[config.mk]
export PLATFORM = sky130hd
export DESIGN_NAME = smart_attribute_health_check
export DESIGN_NICKNAME = d
export VERILOG_FILES = /design/src/rtl/core/shac_pkg.sv /design/src/rtl/core/shac_front.sv /design/src/rtl/core/shac_queue.sv /design/src/rtl/core/shac_back.sv /design/src/rtl/core/smart_attribute_health_check.sv
export SDC_FILE = /design/constraint.sdc
export NUM_CORES = 1
export LEC_CHECK = 0
export BUFFER_PORTS_ARGS = -buffer_cell sky130_fd_sc_hd__buf_4
export CAP_MARGIN = 5
export CELL_PAD_IN_SITES_DETAIL_PLACEMENT = 0
export CELL_PAD_IN_SITES_GLOBAL_PLACEMENT = 2
export CORE_ASPECT_RATIO = 0.7
export CORE_MARGIN = 5
export CORE_UTILIZATION = 30
export CTS_CLUSTER_SIZE = 40
export DETAILED_ROUTE_END_ITERATION = 8
export MAX_ROUTING_LAYER = met4
export PLACE_DENSITY_LB_ADDON = 0.1
export SLEW_MARGIN = 30
export SYNTH_ARGS = -nofsm -noshare
export SYNTH_HDL_FRONTEND = slang
export SYNTH_SLANG_ARGS = --single-unit
[constraint.sdc]
create_clock -name clk -period 3.1 [get_ports clk]
set_input_delay 0.775 -clock clk [delete_from_list [all_inputs] [get_ports clk]]
set_output_delay 0.775 -clock clk [all_outputs]
set_load 0.03 [all_outputs]
[src/rtl/core/shac_pkg.sv]
// Shared types and constants for the SMART attribute health check block.
package shac_pkg;

	localparam int unsigned ID_W        = 8;
	localparam int unsigned VAL_W       = 8;
	localparam int unsigned RAW_W       = 48;
	localparam int unsigned RULE_W      = 57;
	localparam int unsigned RULE_SLOTS  = 4;
	localparam int unsigned RULE_IDX_W  = $clog2(RULE_SLOTS);
	localparam int unsigned CFG_IDX_W   = 3;
	localparam int unsigned CUSTOM_RULES_DEF = 4;
	localparam int unsigned QUEUE_DEPTH = 2;

	localparam logic [CFG_IDX_W-1:0] REG_RULE_0     = 3'd0;
	localparam logic [CFG_IDX_W-1:0] REG_RULE_3     = 3'd3;
	localparam logic [CFG_IDX_W-1:0] REG_TEMP_LIMIT = 3'd4;
	localparam logic [CFG_IDX_W-1:0] REG_USE_VENDOR = 3'd5;

	localparam logic [ID_W-1:0] ID_POWER_ON_HOURS = 8'h09;
	localparam logic [ID_W-1:0] ID_TEMP_A         = 8'hC2;
	localparam logic [ID_W-1:0] ID_TEMP_B         = 8'hBE;
	localparam logic [ID_W-1:0] ID_TEMP_C         = 8'hE7;
	localparam logic [ID_W-1:0] ID_REALLOC        = 8'h05;
	localparam logic [ID_W-1:0] ID_PENDING        = 8'hC5;
	localparam logic [ID_W-1:0] ID_UNCORRECT      = 8'hC6;
	localparam logic [ID_W-1:0] ID_REPORTED_UNC   = 8'hBB;
	localparam logic [ID_W-1:0] ID_END_TO_END     = 8'hB8;
	localparam logic [ID_W-1:0] ID_SPIN_RETRY     = 8'h0A;
	localparam logic [ID_W-1:0] ID_REALLOC_EVENT  = 8'hC4;

	localparam logic [RAW_W-1:0] RAW_CUT_MASK     = 48'h0000_FFFF_FFFF;
	localparam logic [VAL_W-1:0] TEMP_LIMIT_RST   = 8'd60;

	typedef struct packed {
		logic             en;
		logic [ID_W-1:0]  id;
		logic [RAW_W-1:0] limit;
	} rule_t;

	typedef struct packed {
		rule_t [RULE_SLOTS-1:0] rule;
		logic [VAL_W-1:0]       temp_limit;
		logic                   use_vendor;
	} cfg_t;

	typedef struct packed {
		logic attr_fail;
		logic last;
	} q_word_t;

	typedef struct packed {
		logic    valid;
		q_word_t word;
	} q_port_t;

endpackage

[src/rtl/core/shac_front.sv]
// Front stage: judges each attribute against the rules and registers the verdict.
module shac_front #(
	parameter int unsigned CUSTOM_RULES = shac_pkg::CUSTOM_RULES_DEF
) (
	input  logic                        clk,
	input  logic                        arst_n,
	input  shac_pkg::cfg_t              cfg,
	input  logic                        in_valid,
	output logic                        in_stall,
	input  logic [shac_pkg::ID_W-1:0]   attr_id,
	input  logic [shac_pkg::VAL_W-1:0]  norm_value,
	input  logic [shac_pkg::VAL_W-1:0]  vendor_limit,
	input  logic [shac_pkg::RAW_W-1:0]  raw_count,
	input  logic                        critical,
	input  logic                        last_attr,
	output shac_pkg::q_port_t           push,
	input  logic                        q_full
);
	import shac_pkg::*;

	logic [RAW_W-1:0]        raw_eff;
	logic [CUSTOM_RULES-1:0] rule_hit;
	logic                    custom_fail;
	logic                    is_temp;
	logic                    is_wear;
	logic                    attr_fail;
	logic                    advance;
	logic                    valid_s1;
	logic                    fail_s1;
	logic                    last_s1;

	always_comb begin
		raw_eff = (attr_id == ID_POWER_ON_HOURS) ? (raw_count & RAW_CUT_MASK) : raw_count;
		for (int i = 0; i < CUSTOM_RULES; i++) begin
			rule_hit[i] = cfg.rule[i].en && (cfg.rule[i].id == attr_id) &&
				(raw_eff > cfg.rule[i].limit);
		end
		custom_fail = |rule_hit;
		is_temp = attr_id inside {ID_TEMP_A, ID_TEMP_B, ID_TEMP_C};
		is_wear = attr_id inside {ID_REALLOC, ID_PENDING, ID_UNCORRECT, ID_REPORTED_UNC,
			ID_END_TO_END, ID_SPIN_RETRY, ID_REALLOC_EVENT};
		if (custom_fail) begin
			attr_fail = 1'b1;
		end else if (is_temp) begin
			attr_fail = (raw_eff[VAL_W-1:0] >= cfg.temp_limit);
		end else begin
			attr_fail = (critical && is_wear && (raw_eff != '0)) ||
				(cfg.use_vendor && (vendor_limit != '0) && (norm_value <= vendor_limit));
		end
	end

	assign advance  = !valid_s1 || !q_full;
	assign in_stall = !advance;

	always_ff @(posedge clk or negedge arst_n) begin
		if (!arst_n) begin
			valid_s1 <= 1'b0;
		end else if (advance) begin
			valid_s1 <= in_valid;
		end
	end

	always_ff @(posedge clk) begin
		if (advance && in_valid) begin
			fail_s1 <= attr_fail;
			last_s1 <= last_attr;
		end
	end

	assign push.valid          = valid_s1;
	assign push.word.attr_fail = fail_s1;
	assign push.word.last      = last_s1;

endmodule

[src/rtl/core/shac_queue.sv]
// Short queue of judged words between the front and back stages.
module shac_queue (
	input  logic              clk,
	input  logic              arst_n,
	input  shac_pkg::q_port_t push,
	output logic              full,
	output shac_pkg::q_port_t head,
	input  logic              take
);
	import shac_pkg::*;

	localparam int unsigned PTR_W = $clog2(QUEUE_DEPTH);
	localparam int unsigned CNT_W = $clog2(QUEUE_DEPTH + 1);
	localparam logic [CNT_W-1:0] DEPTH_C = CNT_W'(QUEUE_DEPTH);
	localparam logic [PTR_W-1:0] LAST_PTR = PTR_W'(QUEUE_DEPTH - 1);

	q_word_t              slot_q [QUEUE_DEPTH];
	logic [PTR_W-1:0]     wr_ptr_q;
	logic [PTR_W-1:0]     rd_ptr_q;
	logic [CNT_W-1:0]     count_q;
	logic                 do_push;
	logic                 do_pop;

	assign full       = (count_q == DEPTH_C);
	assign head.valid = (count_q != '0);
	assign head.word  = slot_q[rd_ptr_q];
	assign do_push    = push.valid && !full;
	assign do_pop     = head.valid && take;

	always_ff @(posedge clk or negedge arst_n) begin
		if (!arst_n) begin
			wr_ptr_q <= '0;
			rd_ptr_q <= '0;
			count_q  <= '0;
		end else begin
			if (do_push) begin
				wr_ptr_q <= (wr_ptr_q == LAST_PTR) ? '0 : wr_ptr_q + 1'b1;
			end
			if (do_pop) begin
				rd_ptr_q <= (rd_ptr_q == LAST_PTR) ? '0 : rd_ptr_q + 1'b1;
			end
			case ({do_push, do_pop})
				2'b10:   count_q <= count_q + 1'b1;
				2'b01:   count_q <= count_q - 1'b1;
				default: count_q <= count_q;
			endcase
		end
	end

	always_ff @(posedge clk) begin
		if (do_push) begin
			slot_q[wr_ptr_q] <= push.word;
		end
	end

endmodule

[src/rtl/core/shac_back.sv]
// Back stage: folds verdicts into the sticky disk flag and drives the result register.
module shac_back (
	input  logic              clk,
	input  logic              arst_n,
	input  shac_pkg::q_port_t head,
	output logic              take,
	output logic              out_valid,
	input  logic              out_stall,
	output logic              attr_verdict,
	output logic              disk_status,
	output logic              is_final
);
	import shac_pkg::*;

	logic out_valid_q;
	logic any_failed_q;
	logic attr_verdict_q;
	logic disk_status_q;
	logic is_final_q;
	logic load;

	assign take = !out_valid_q || !out_stall;
	assign load = head.valid && take;

	always_ff @(posedge clk or negedge arst_n) begin
		if (!arst_n) begin
			out_valid_q  <= 1'b0;
			any_failed_q <= 1'b0;
		end else begin
			if (load) begin
				out_valid_q  <= 1'b1;
				any_failed_q <= head.word.last ? 1'b0 : (any_failed_q | head.word.attr_fail);
			end else if (!out_stall) begin
				out_valid_q <= 1'b0;
			end
		end
	end

	always_ff @(posedge clk) begin
		if (load) begin
			attr_verdict_q <= head.word.attr_fail;
			disk_status_q  <= head.word.last && (any_failed_q | head.word.attr_fail);
			is_final_q     <= head.word.last;
		end
	end

	assign out_valid    = out_valid_q;
	assign attr_verdict = attr_verdict_q;
	assign disk_status  = disk_status_q;
	assign is_final     = is_final_q;

endmodule

[src/rtl/core/smart_attribute_health_check.sv]
// Top level of the SMART attribute health check: rule registers, front, queue and back.
// One attribute word is taken per clock cycle and one result word leaves per cycle
// when the output is not stalled; a word's result passes through the front judge
// register, a queue slot and the output register, in that order. The CUSTOM_RULES
// rule comparators (four by default) run side by side in the front stage, and the
// sticky disk flag in the back stage is updated once per result, so a new attribute
// can be taken every cycle while the output is not stalled.
// Rule registers are written through the configuration port, which is always ready.
module smart_attribute_health_check #(
	parameter int unsigned CUSTOM_RULES = shac_pkg::CUSTOM_RULES_DEF
) (
	input  logic                           clk,
	input  logic                           arst_n,
	input  logic                           cfg_valid,
	output logic                           cfg_ready,
	input  logic [shac_pkg::CFG_IDX_W-1:0] cfg_index,
	input  logic [shac_pkg::RULE_W-1:0]    cfg_data,
	input  logic                           in_valid,
	output logic                           in_stall,
	input  logic [shac_pkg::ID_W-1:0]      attr_id,
	input  logic [shac_pkg::VAL_W-1:0]     norm_value,
	input  logic [shac_pkg::VAL_W-1:0]     vendor_limit,
	input  logic [shac_pkg::RAW_W-1:0]     raw_count,
	input  logic                           critical,
	input  logic                           last_attr,
	output logic                           out_valid,
	input  logic                           out_stall,
	output logic                           attr_verdict,
	output logic                           disk_status,
	output logic                           is_final
);
	import shac_pkg::*;

	cfg_t    cfg_q;
	q_port_t push;
	q_port_t head;
	logic    q_full;
	logic    take;

	assign cfg_ready = 1'b1;

	always_ff @(posedge clk or negedge arst_n) begin
		if (!arst_n) begin
			cfg_q.rule       <= '0;
			cfg_q.temp_limit <= TEMP_LIMIT_RST;
			cfg_q.use_vendor <= 1'b1;
		end else if (cfg_valid && cfg_ready) begin
			case (cfg_index) inside
				[REG_RULE_0:REG_RULE_3]: cfg_q.rule[cfg_index[RULE_IDX_W-1:0]] <= rule_t'(cfg_data);
				REG_TEMP_LIMIT:          cfg_q.temp_limit <= cfg_data[VAL_W-1:0];
				REG_USE_VENDOR:          cfg_q.use_vendor <= cfg_data[0];
				default:                 cfg_q <= cfg_q;
			endcase
		end
	end

	shac_front #(
		.CUSTOM_RULES(CUSTOM_RULES)
	) u_front (
		.clk          (clk),
		.arst_n       (arst_n),
		.cfg          (cfg_q),
		.in_valid     (in_valid),
		.in_stall     (in_stall),
		.attr_id      (attr_id),
		.norm_value   (norm_value),
		.vendor_limit (vendor_limit),
		.raw_count    (raw_count),
		.critical     (critical),
		.last_attr    (last_attr),
		.push         (push),
		.q_full       (q_full)
	);

	shac_queue u_queue (
		.clk    (clk),
		.arst_n (arst_n),
		.push   (push),
		.full   (q_full),
		.head   (head),
		.take   (take)
	);

	shac_back u_back (
		.clk          (clk),
		.arst_n       (arst_n),
		.head         (head),
		.take         (take),
		.out_valid    (out_valid),
		.out_stall    (out_stall),
		.attr_verdict (attr_verdict),
		.disk_status  (disk_status),
		.is_final     (is_final)
	);

endmodule

==> summary.txt, run 1 <==
Status
  • Status: complete, but fails checks
  • Failing checks: negative setup slack

Power and ir drop
  • Switching Power: ~3.7 mW
  • VDD IR max: approximately 0.43 mV
  • Combinational Power Share: between 20 and 30%
  • Seq pwr share: about 38%
  • Internal power: approximately 8 mW
  • Final Power: around 12 mW
  • P_leak: approximately 9.1 nW
  • Sw Share: a little under a third
  • Clock power share: around a third
  • PwrDens: around 600 nW/µm²

Logic synthesis
  • Ys async rst share: a little over nine tenths
  • Register bit total from synthesis: between 200 and 300
  • Post-synth top flop: dfrtp_1
  • Avg Inst Size Synth: 9.64 µm²
  • Synthesized net count: about 1,900
  • Yosys warning count: 0
  • Post-Syn Instances: between 1,500 and 2,000
  • Synthesized cell area: 15,200 µm²
  • EDFF count, synth: 9
  • Register area share after synthesis: between 40% and 50%
  • Synth cell types: 66

Clocking
  • Worst skew pair latency: around 0.58 ns
  • TritonCTS clock tree: built
  • Max Root-Sink Buffers: 3
  • Hold bufs inserted after CTS: 0
  • Clk sink count: 253
  • CTS root buf: clkbuf_16
  • Clock-pin slew on the worst setup and hold paths: roughly 0.060 ns
  • CTS Buf Count: 30
  • CTS HTree Levels: 1

Die
  • Die Ht: between 150 and 200 µm
  • Row count: approximately 70
  • Num ports: ~150
  • Core area: just over 50,000 µm²
  • Chip width: 279 µm
  • Die area: between 50,000 and 60,000 µm²
  • Initial cell density of the core: between 30% and 40%

Final layout
  • Non-filler cells, final: 2,535
  • Most frequent cells in the layout: 260 x buf_4, 239 x dfrtp_1, 208 x inv_1
  • Final Util: 38.3%
  • Finished Cell Area: 19,400 µm²
  • Ant diodes: 0
  • Nets: approximately 2,200
  • Commonest non-fill, non-tap cell in the layout: buf_4
  • Share of post-route cells with drive strength above 1: approximately 25%
  • Synth-to-Final Area Change: 27.2%

Routing
  • Routed Wire Length: roughly 47,000 µm
  • Drt first pass iters: 4
  • Final antenna-violating net count: 0
  • Vias per Instance: between 4 and 5
  • WL/cell: ~19 µm
  • Vias: approximately 12,000
  • DRC Markers: 0
  • Initial DRC count: approximately 650

GRT
  • Largest net degree at the start of global routing: 105
  • Initial antenna violation count: 1
  • Grt total ovfl: 0
  • Number of global-route vias before repair: about 12,000
  • First-pass GRT wire length: about 73,000 µm
  • Total Routing Usage GR: ~17%

Worst setup path
  • Crit path required time: ~3.4 ns
  • Worst-path cell with the longest stage delay: a221o_1
  • Crit-path max FO: 6
  • Largest stage delay on the critical path: 0.33 ns
  • Worst Path Arrival: ~3.5 ns
  • Critical Path End Type: flip-flop
  • Worst setup SP type: input port
  • CP Cell Sequence: buf_6 -> nor4b_4 -> buf_6 -> nand2_8 -> buf_16 -> and2_4 -> ha_4 -> and4_1 -> a221o_1 -> a221o_1 -> a211oi_2 -> a21oi_1 -> nand2b_1 -> a211o_1
  • Critical path class: input port to flip-flop
  • Worst Reg2Reg Path Length in Cells: 12

STA
  • Setup_tns: -0.0773 ns
  • RSZ-0062 raised after global routing: yes
  • Final Hold Fails: 0
  • Final period utilization: 102%
  • Fin. max-slew vios: 0
  • Final WS setup: -0.0773 ns
  • Slew headroom: 53.9%
  • Upper clock frequency limit: between 0.3 and 0.4 GHz
  • Minimum clock period: 3.18 ns
  • Setup Skew: 0.0179 ns
  • Worst Tran Pin Value: between 0.6 and 0.7 ns
  • # setup viols final: 1

Placement
  • Cell Area, Placed: between 15,000 and 20,000 µm²
  • Global placer's final weighted congestion: 0.809
  • Placed Cells: 2,472
  • Hpwl dp: 36,000 µm
  • Port Buffer Count: around 140

Hold path
  • HP Class: input port to async pin

Run
  • Max capacitance violation total: 0
[kinds of logic (layout without fill, tap and decap cells)]
group / after synthesis / after routing / synth area share [%]
mux: 93 / 93 / 6.88
compound gates: 341 / 341 / 13.3
xor+xnor: 40 / 40 / 2.30
flops: 253 / 253 / 41.9
buf+inv: 260 / 541 / 6.65
fa+ha+maj: 201 / 201 / 16.5
other cells: 1 / 1 / 0.0246
simple gates: 391 / 391 / 12.4
[flip-flops by register name, summed over array words and instances (netlist names)]
register,count
u_queue.wr_ptr_q,1
u_back.out_valid,1
u_back.disk_status,1
u_queue.count_q,2
u_queue.rd_ptr_q,1
u_front.last_s1,1
cfg_q,237
u_back.attr_verdict,1
u_front.fail_s1,1
u_queue.slot_q,4
u_back.is_final,1
u_front.valid_s1,1
u_back.any_failed_q,1
[Yosys cell counts, drive strengths merged (3+ instances only)]
| cell type | instances | area, µm² |
|---|---|---|
| and3 | 5 | 31.3 |
| nor4 | 22 | 138 |
| nor2 | 37 | 139 |
| dfstp | 5 | 131 |
| nand2b | 8 | 50.1 |
| nor4b | 3 | 56.3 |
| a2bb2oi | 3 | 26.3 |
| nand2 | 199 | 747 |
| and2 | 18 | 114 |
| nor3 | 12 | 60.1 |
| edfxtp | 9 | 270 |
| inv | 208 | 781 |
| o211ai | 7 | 52.6 |
| mux2 | 93 | 1050 |
| a21oi | 66 | 330 |
| xor2 | 26 | 228 |
| a31oi | 8 | 50.1 |
| and4 | 8 | 70.1 |
| ha | 201 | 2510 |
| dfrtp | 239 | 5980 |
| a21o | 11 | 82.6 |
| nand4 | 30 | 188 |
| clkbuf | 37 | 139 |
| buf | 15 | 92.6 |
| nor4bb | 5 | 50.1 |
| nor3b | 3 | 22.5 |
| o2111ai | 4 | 35.0 |
| o21ai | 176 | 881 |
| a21boi | 5 | 37.5 |
| xnor2 | 14 | 123 |
| o21a | 8 | 60.1 |
| o21bai | 3 | 22.5 |
| o22ai | 3 | 18.8 |
| a211oi | 14 | 110 |
| a221oi | 7 | 61.3 |
| nor2b | 7 | 43.8 |
| nand3 | 28 | 140 |
[layer usage]
metal / wire length [µm] / GRT usage (%)
met1: 26000 / 27.4
met2: 18900 / 24.1
met3: 1660 / 2.33
met4: 737 / 2.62
met5: 0 / -
[area by class of cell]
type                            instances  area (µm²)
Multi-Input combinational cell       1067        8040
Timing Repair Buffer                  277        2250
Inverter                              208         781
Sequential cell                       253        6380
Tap cell                              674         843
Clock buffer                           43         910
Clock inverter                         13         159
Fill cell                            5097       31100
[power groups by stage]
stage	Clock, mW	Sequential [mW]	Combinational, mW
2_1_floorplan	0	4.43	2.02
3_3_place_gp	0	4.45	3.34
3_5_place_dp	0	4.47	3.36
4_1_cts	3.94	4.41	3.44
5_1_grt	4.07	4.50	3.87
6_report	3.81	4.41	3.39
[final timing paths]
kind / from / to / slack, ns
worst max-delay path: attr_id[5] / u_front.fail_s1 / -0.08
worst min-delay path: arst_n / cfg_q[88] / 0.17
worst max register to register: cfg_q[71] / u_front.fail_s1 / 0.04
worst min register to register: u_front.last_s1 / u_queue.slot_q[0][0] / 0.46
max in group asynchronous: arst_n / cfg_q[3] / 2.12
min in group clk: last_attr / u_front.last_s1 / 0.37
[through the flow]
step / setup WS, ns / hold slack, ns
after detailed placement: -0.905 / 0.435
after global placement: -0.888 / 0.430
after CTS: -0.00913 / 0.179
after floorplan: -0.487 / 0.421
after global routing: -0.160 / 0.198
final: -0.0773 / 0.172
[critical path: cells and delay by family]
kind                     cells  cell delay (ns)
AO/OA/AOI/OAI                5             1.24
adder cells (fa/ha/maj)      1             0.21
AND/OR/NAND/NOR              5             0.87
buffers and inverters        3             0.41
[what timing repair did]
action	in CTS	in global routing
cloned	1	0
setup buffers	6	0
gates resized for setup	35	4
endpoints found under the hold margin	0	0
endpoints found under the setup margin	1	1
pin swaps	22	5
(Power assumes the default switching activity.)
==> run 2: changes to the inputs <==
ABC_AREA = 1   (was unset)
ABC_CLOCK_PERIOD_IN_PS = 3100   (was unset)
CORE_UTILIZATION = 36   (was 30)
==> run 2 against run 1 <==
The run now ends clean. Worst setup slack better by 0.32 ns. Sequential cell count stayed put. Clock skew is 0.0015 ns lower. Critical path type unchanged. Register-to-register slack better by 0.48 ns. Largest cell class unchanged. Via count is 8.7% higher. Fmax is 11% higher. Sequential share of layout area is 1.3 points higher. Cell count is 7.2% higher.
==> summary.txt, run 2 <==
Logic synthesis
  • EDFF count, synth: 9 (unchanged)
  • Synth cell types: 48 (-27%)
  • Register bit total from synthesis: 253 (unchanged)
  • Post-synth top cells: 452 x nand2_1, 344 x inv_1, 280 x o21ai_0, 239 x dfrtp_1, 201 x ha_1
  • Yosys top cell area share: 38.4% (-0.93 points)
  • Avg Inst Size Synth: 7.95 µm² (-17%)
  • Yosys warning count: 0 (unchanged)
  • Synthesized cell area: 15,600 µm² (+2.4%)
  • Area contributors post-synth: dfrtp_1 38%, ha_1 16%, nand2_1 11%, o21ai_0 9.0%, inv_1 8.3%
  • Post-Syn Instances: 1,961 (+24%)
  • Yosys top cell by area: dfrtp_1
  • Ys async rst share: 96.4% (unchanged)
  • Count leader, synth: nand2_1
  • Post-synth top flop: dfrtp_1
  • Synthesized net count: 2,301 (+20%)
  • Register area share after synthesis: 40.9% (-0.99 points)

GRT
  • Grt total ovfl: 0 (unchanged)
  • Number of global-route vias before repair: 12,827 (+7.2%)
  • First-pass GRT wire length: 71,900 µm (-1.4%)
  • Total Routing Usage GR: 19.4% (+2.0 points)
  • Initial antenna violation count: 0 (-1)
  • Top Usage Layer GRT: met1
  • GR Util met1: 29.1% (+1.7 points)
  • Met2 Use GR: 28.4% (+4.3 points)
  • Met3 GRT Util: 2.79% (+0.46 points)
  • Largest net degree at the start of global routing: 81 (-23%)

Worst setup path
  • Crit-path max FO: 8 (+2)
  • Worst Reg2Reg Path Length in Cells: 14 (+2)
  • Worst Path Arrival: 3.29 ns (-0.22 ns)
  • Critical Path End Type: flip-flop
  • Largest stage delay on the critical path: 0.29 ns (-0.04 ns)
  • CP Cell Sequence: buf_4 -> inv_2 -> nand2_2 -> nor2_4 -> nand2_4 -> buf_4 -> nand2_1 -> inv_1 -> buf_4 -> ha_1 -> nand2_1 -> nor2_1 -> nand2_1 -> nor2_1 -> nand2_1 -> nor2_2 -> nand3_1 -> nor2_1 -> nor2_1 -> a21oi_2 -> nor2_1 -> nand2_1
  • Crit path required time: 3.54 ns (+0.11 ns)
  • Critical path class: input port to flip-flop
  • Worst setup SP type: input port
  • Worst-path cell with the longest stage delay: ha_1

Final layout
  • Share of post-route cells with drive strength above 1: 13.8% (-12 points)
  • Commonest non-fill, non-tap cell in the layout: nand2_1
  • Nets: 2,486 (+14%)
  • Reg with most FFs: cfg_q
  • Multi-input gate area: 7660 µm² (-4.7%)
  • Largest register FFs: 237 (unchanged)
  • Synth-to-Final Area Change: 19.4%
  • Final Util: 43.8% (+5.4 points)
  • Most frequent cells in the layout: 450 x nand2_1, 344 x inv_1, 280 x o21ai_0
  • Biggest regs: cfg_q x237, u_queue.slot_q x4, u_queue.count_q x2
  • Ant diodes: 0 (unchanged)
  • FILL cells: 4,355 (-15%)
  • Register Area: 6380 µm² (unchanged)

Die
  • Chip width: 259 µm (-7.3%)
  • Core area: 42,600 µm² (-16%)
  • Die area: 47,600 µm² (-14%)
  • Row count: 63 (-8.7%)
  • Num ports: 145 (unchanged)
  • Die Ht: 184 µm (-7.2%)
  • Initial cell density of the core: 36.6% (+6.5 points)

STA
  • # setup viols final: 0 (-1)
  • Worst Tran Pin Value: 0.689 ns (+0.00370 ns)
  • Final period utilization: 92.1% (-10 points)
  • Setup Skew: 0.0164 ns (-0.00152 ns)
  • Final Hold Fails: 0 (unchanged)
  • RSZ-0062 raised after global routing: no
  • Fin. max-slew vios: 0 (unchanged)
  • Slew headroom: 53.5% (-0.41 points)
  • Setup_tns: 0 ns (+0.0773 ns)
  • Upper clock frequency limit: 0.350 GHz (+11%)
  • Minimum clock period: 2.85 ns (-0.324 ns)

Routing
  • DRC Markers: 0 (unchanged)
  • Initial DRC count: 653 (-0.15%)
  • WL/cell: 16.6 µm (-11%)
  • Final antenna-violating net count: 0 (unchanged)
  • Routed Wire Length: 45,100 µm (-4.6%)
  • Vias: 12,953 (+8.7%)
  • Vias per Instance: 4.77 (+1.4%)
  • Drt first pass iters: 5 (+1)

Clocking
  • Max Root-Sink Buffers: 3 (unchanged)
  • CTS Buf Count: 28 (-6.7%)
  • Post-CTS Setup Bufs: 0 (-6)
  • Clock-pin slew on the worst setup and hold paths: 0.07 ns (about the same)
  • TritonCTS clock tree: built
  • Worst skew pair latency: 0.56 ns (-0.02 ns)
  • Hold bufs inserted after CTS: 0 (unchanged)
  • Clk sink count: 253 (unchanged)
  • Resized cells post-CTS: 0 (-100%)
  • CTS HTree Levels: 1 (unchanged)
  • CTS root buf: clkbuf_16

Hold path
  • HP Class: input port to async pin

Run
  • Max capacitance violation total: 0 (unchanged)

Placement
  • Hpwl dp: 35,100 µm (-2.4%)
  • Global placer's final weighted congestion: 0.873 (+7.8%)
  • Port Buffer Count: 143 (unchanged)

Power and ir drop
  • VDD IR max: 0.402 mV (-6.3%)
  • P_leak: 9.79 nW (+7.6%)
  • PwrDens: 576 nW/µm² (-3.9%)

Status
  • Status: complete, no violations
==> run 2: cells by family (layout without fill, tap and decap cells) <==
group                    after synthesis  in the layout  synth area share, %
AND/OR/NAND/NOR                      660            660                 17.6
AO/OA/AOI/OAI                        421            421                 14.2
buffers and inverters                409            614                 10.2
flip-flops                           253            253                 40.9
adder cells (fa/ha/maj)              201            201                 16.1
XOR/XNOR                              16             16                0.899
other                                  1              1               0.0240
==> run 2: routing by layer <==
metal,wire (µm),vias up
li1,-,6700
met1,23700,6011
met2,18900,192
met3,1610,50
met4,863,0
met5,0,-
==> run 2: through the flow <==
stage	area [µm²]	total power [mW]	std cells	setup WS, ns	hold slack [ns]
after global placement	17800	7.47	2668	-0.209	0.426
after global routing	18600	11.6	2718	0.0402	0.133
after detailed placement	17800	7.56	2668	-0.256	0.432
after CTS	18600	10.9	2718	0.343	0.127
after floorplan	15600	6.37	1961	0.0829	0.421
final	18600	10.7	2718	0.246	0.144
==> run 2: critical path: cells and delay by family <==
family	cells	cell delay [ns]
compound gates	1	0.12
fa+ha+maj	1	0.29
simple gates	15	1.54
buf+inv	5	0.54
==> run 2: area by class of cell <==
type                            count  area share [%]
Sequential cell                   253            34.3
Inverter                          353            7.17
Clock inverter                     14           0.558
Tap cell                          552            3.71
Multi-Input combinational cell   1299            41.1
Clock buffer                       36            4.14
Timing Repair Buffer              211            9.01
==> run 2: power by group <==
group | total, mW | internal [mW] | switching [mW]
logic | 3.05 | 1.24 | 1.81
registers | 4.42 | 4.02 | 0.396
clock network | 3.26 | 1.84 | 1.42
total | 10.7 | 7.10 | 3.63
==> run 2: worst paths after layout <==
check                                start              endpoint  slack, ns
min                                 arst_n             cfg_q[88]       0.14
max                             attr_id[7]       u_front.fail_s1       0.25
min reg2reg                u_front.last_s1  u_queue.slot_q[0][0]       0.45
max in group asynchronous           arst_n            cfg_q[221]       2.15
max reg2reg                      cfg_q[24]       u_front.fail_s1       0.52
min in group clk                 last_attr       u_front.last_s1       0.41
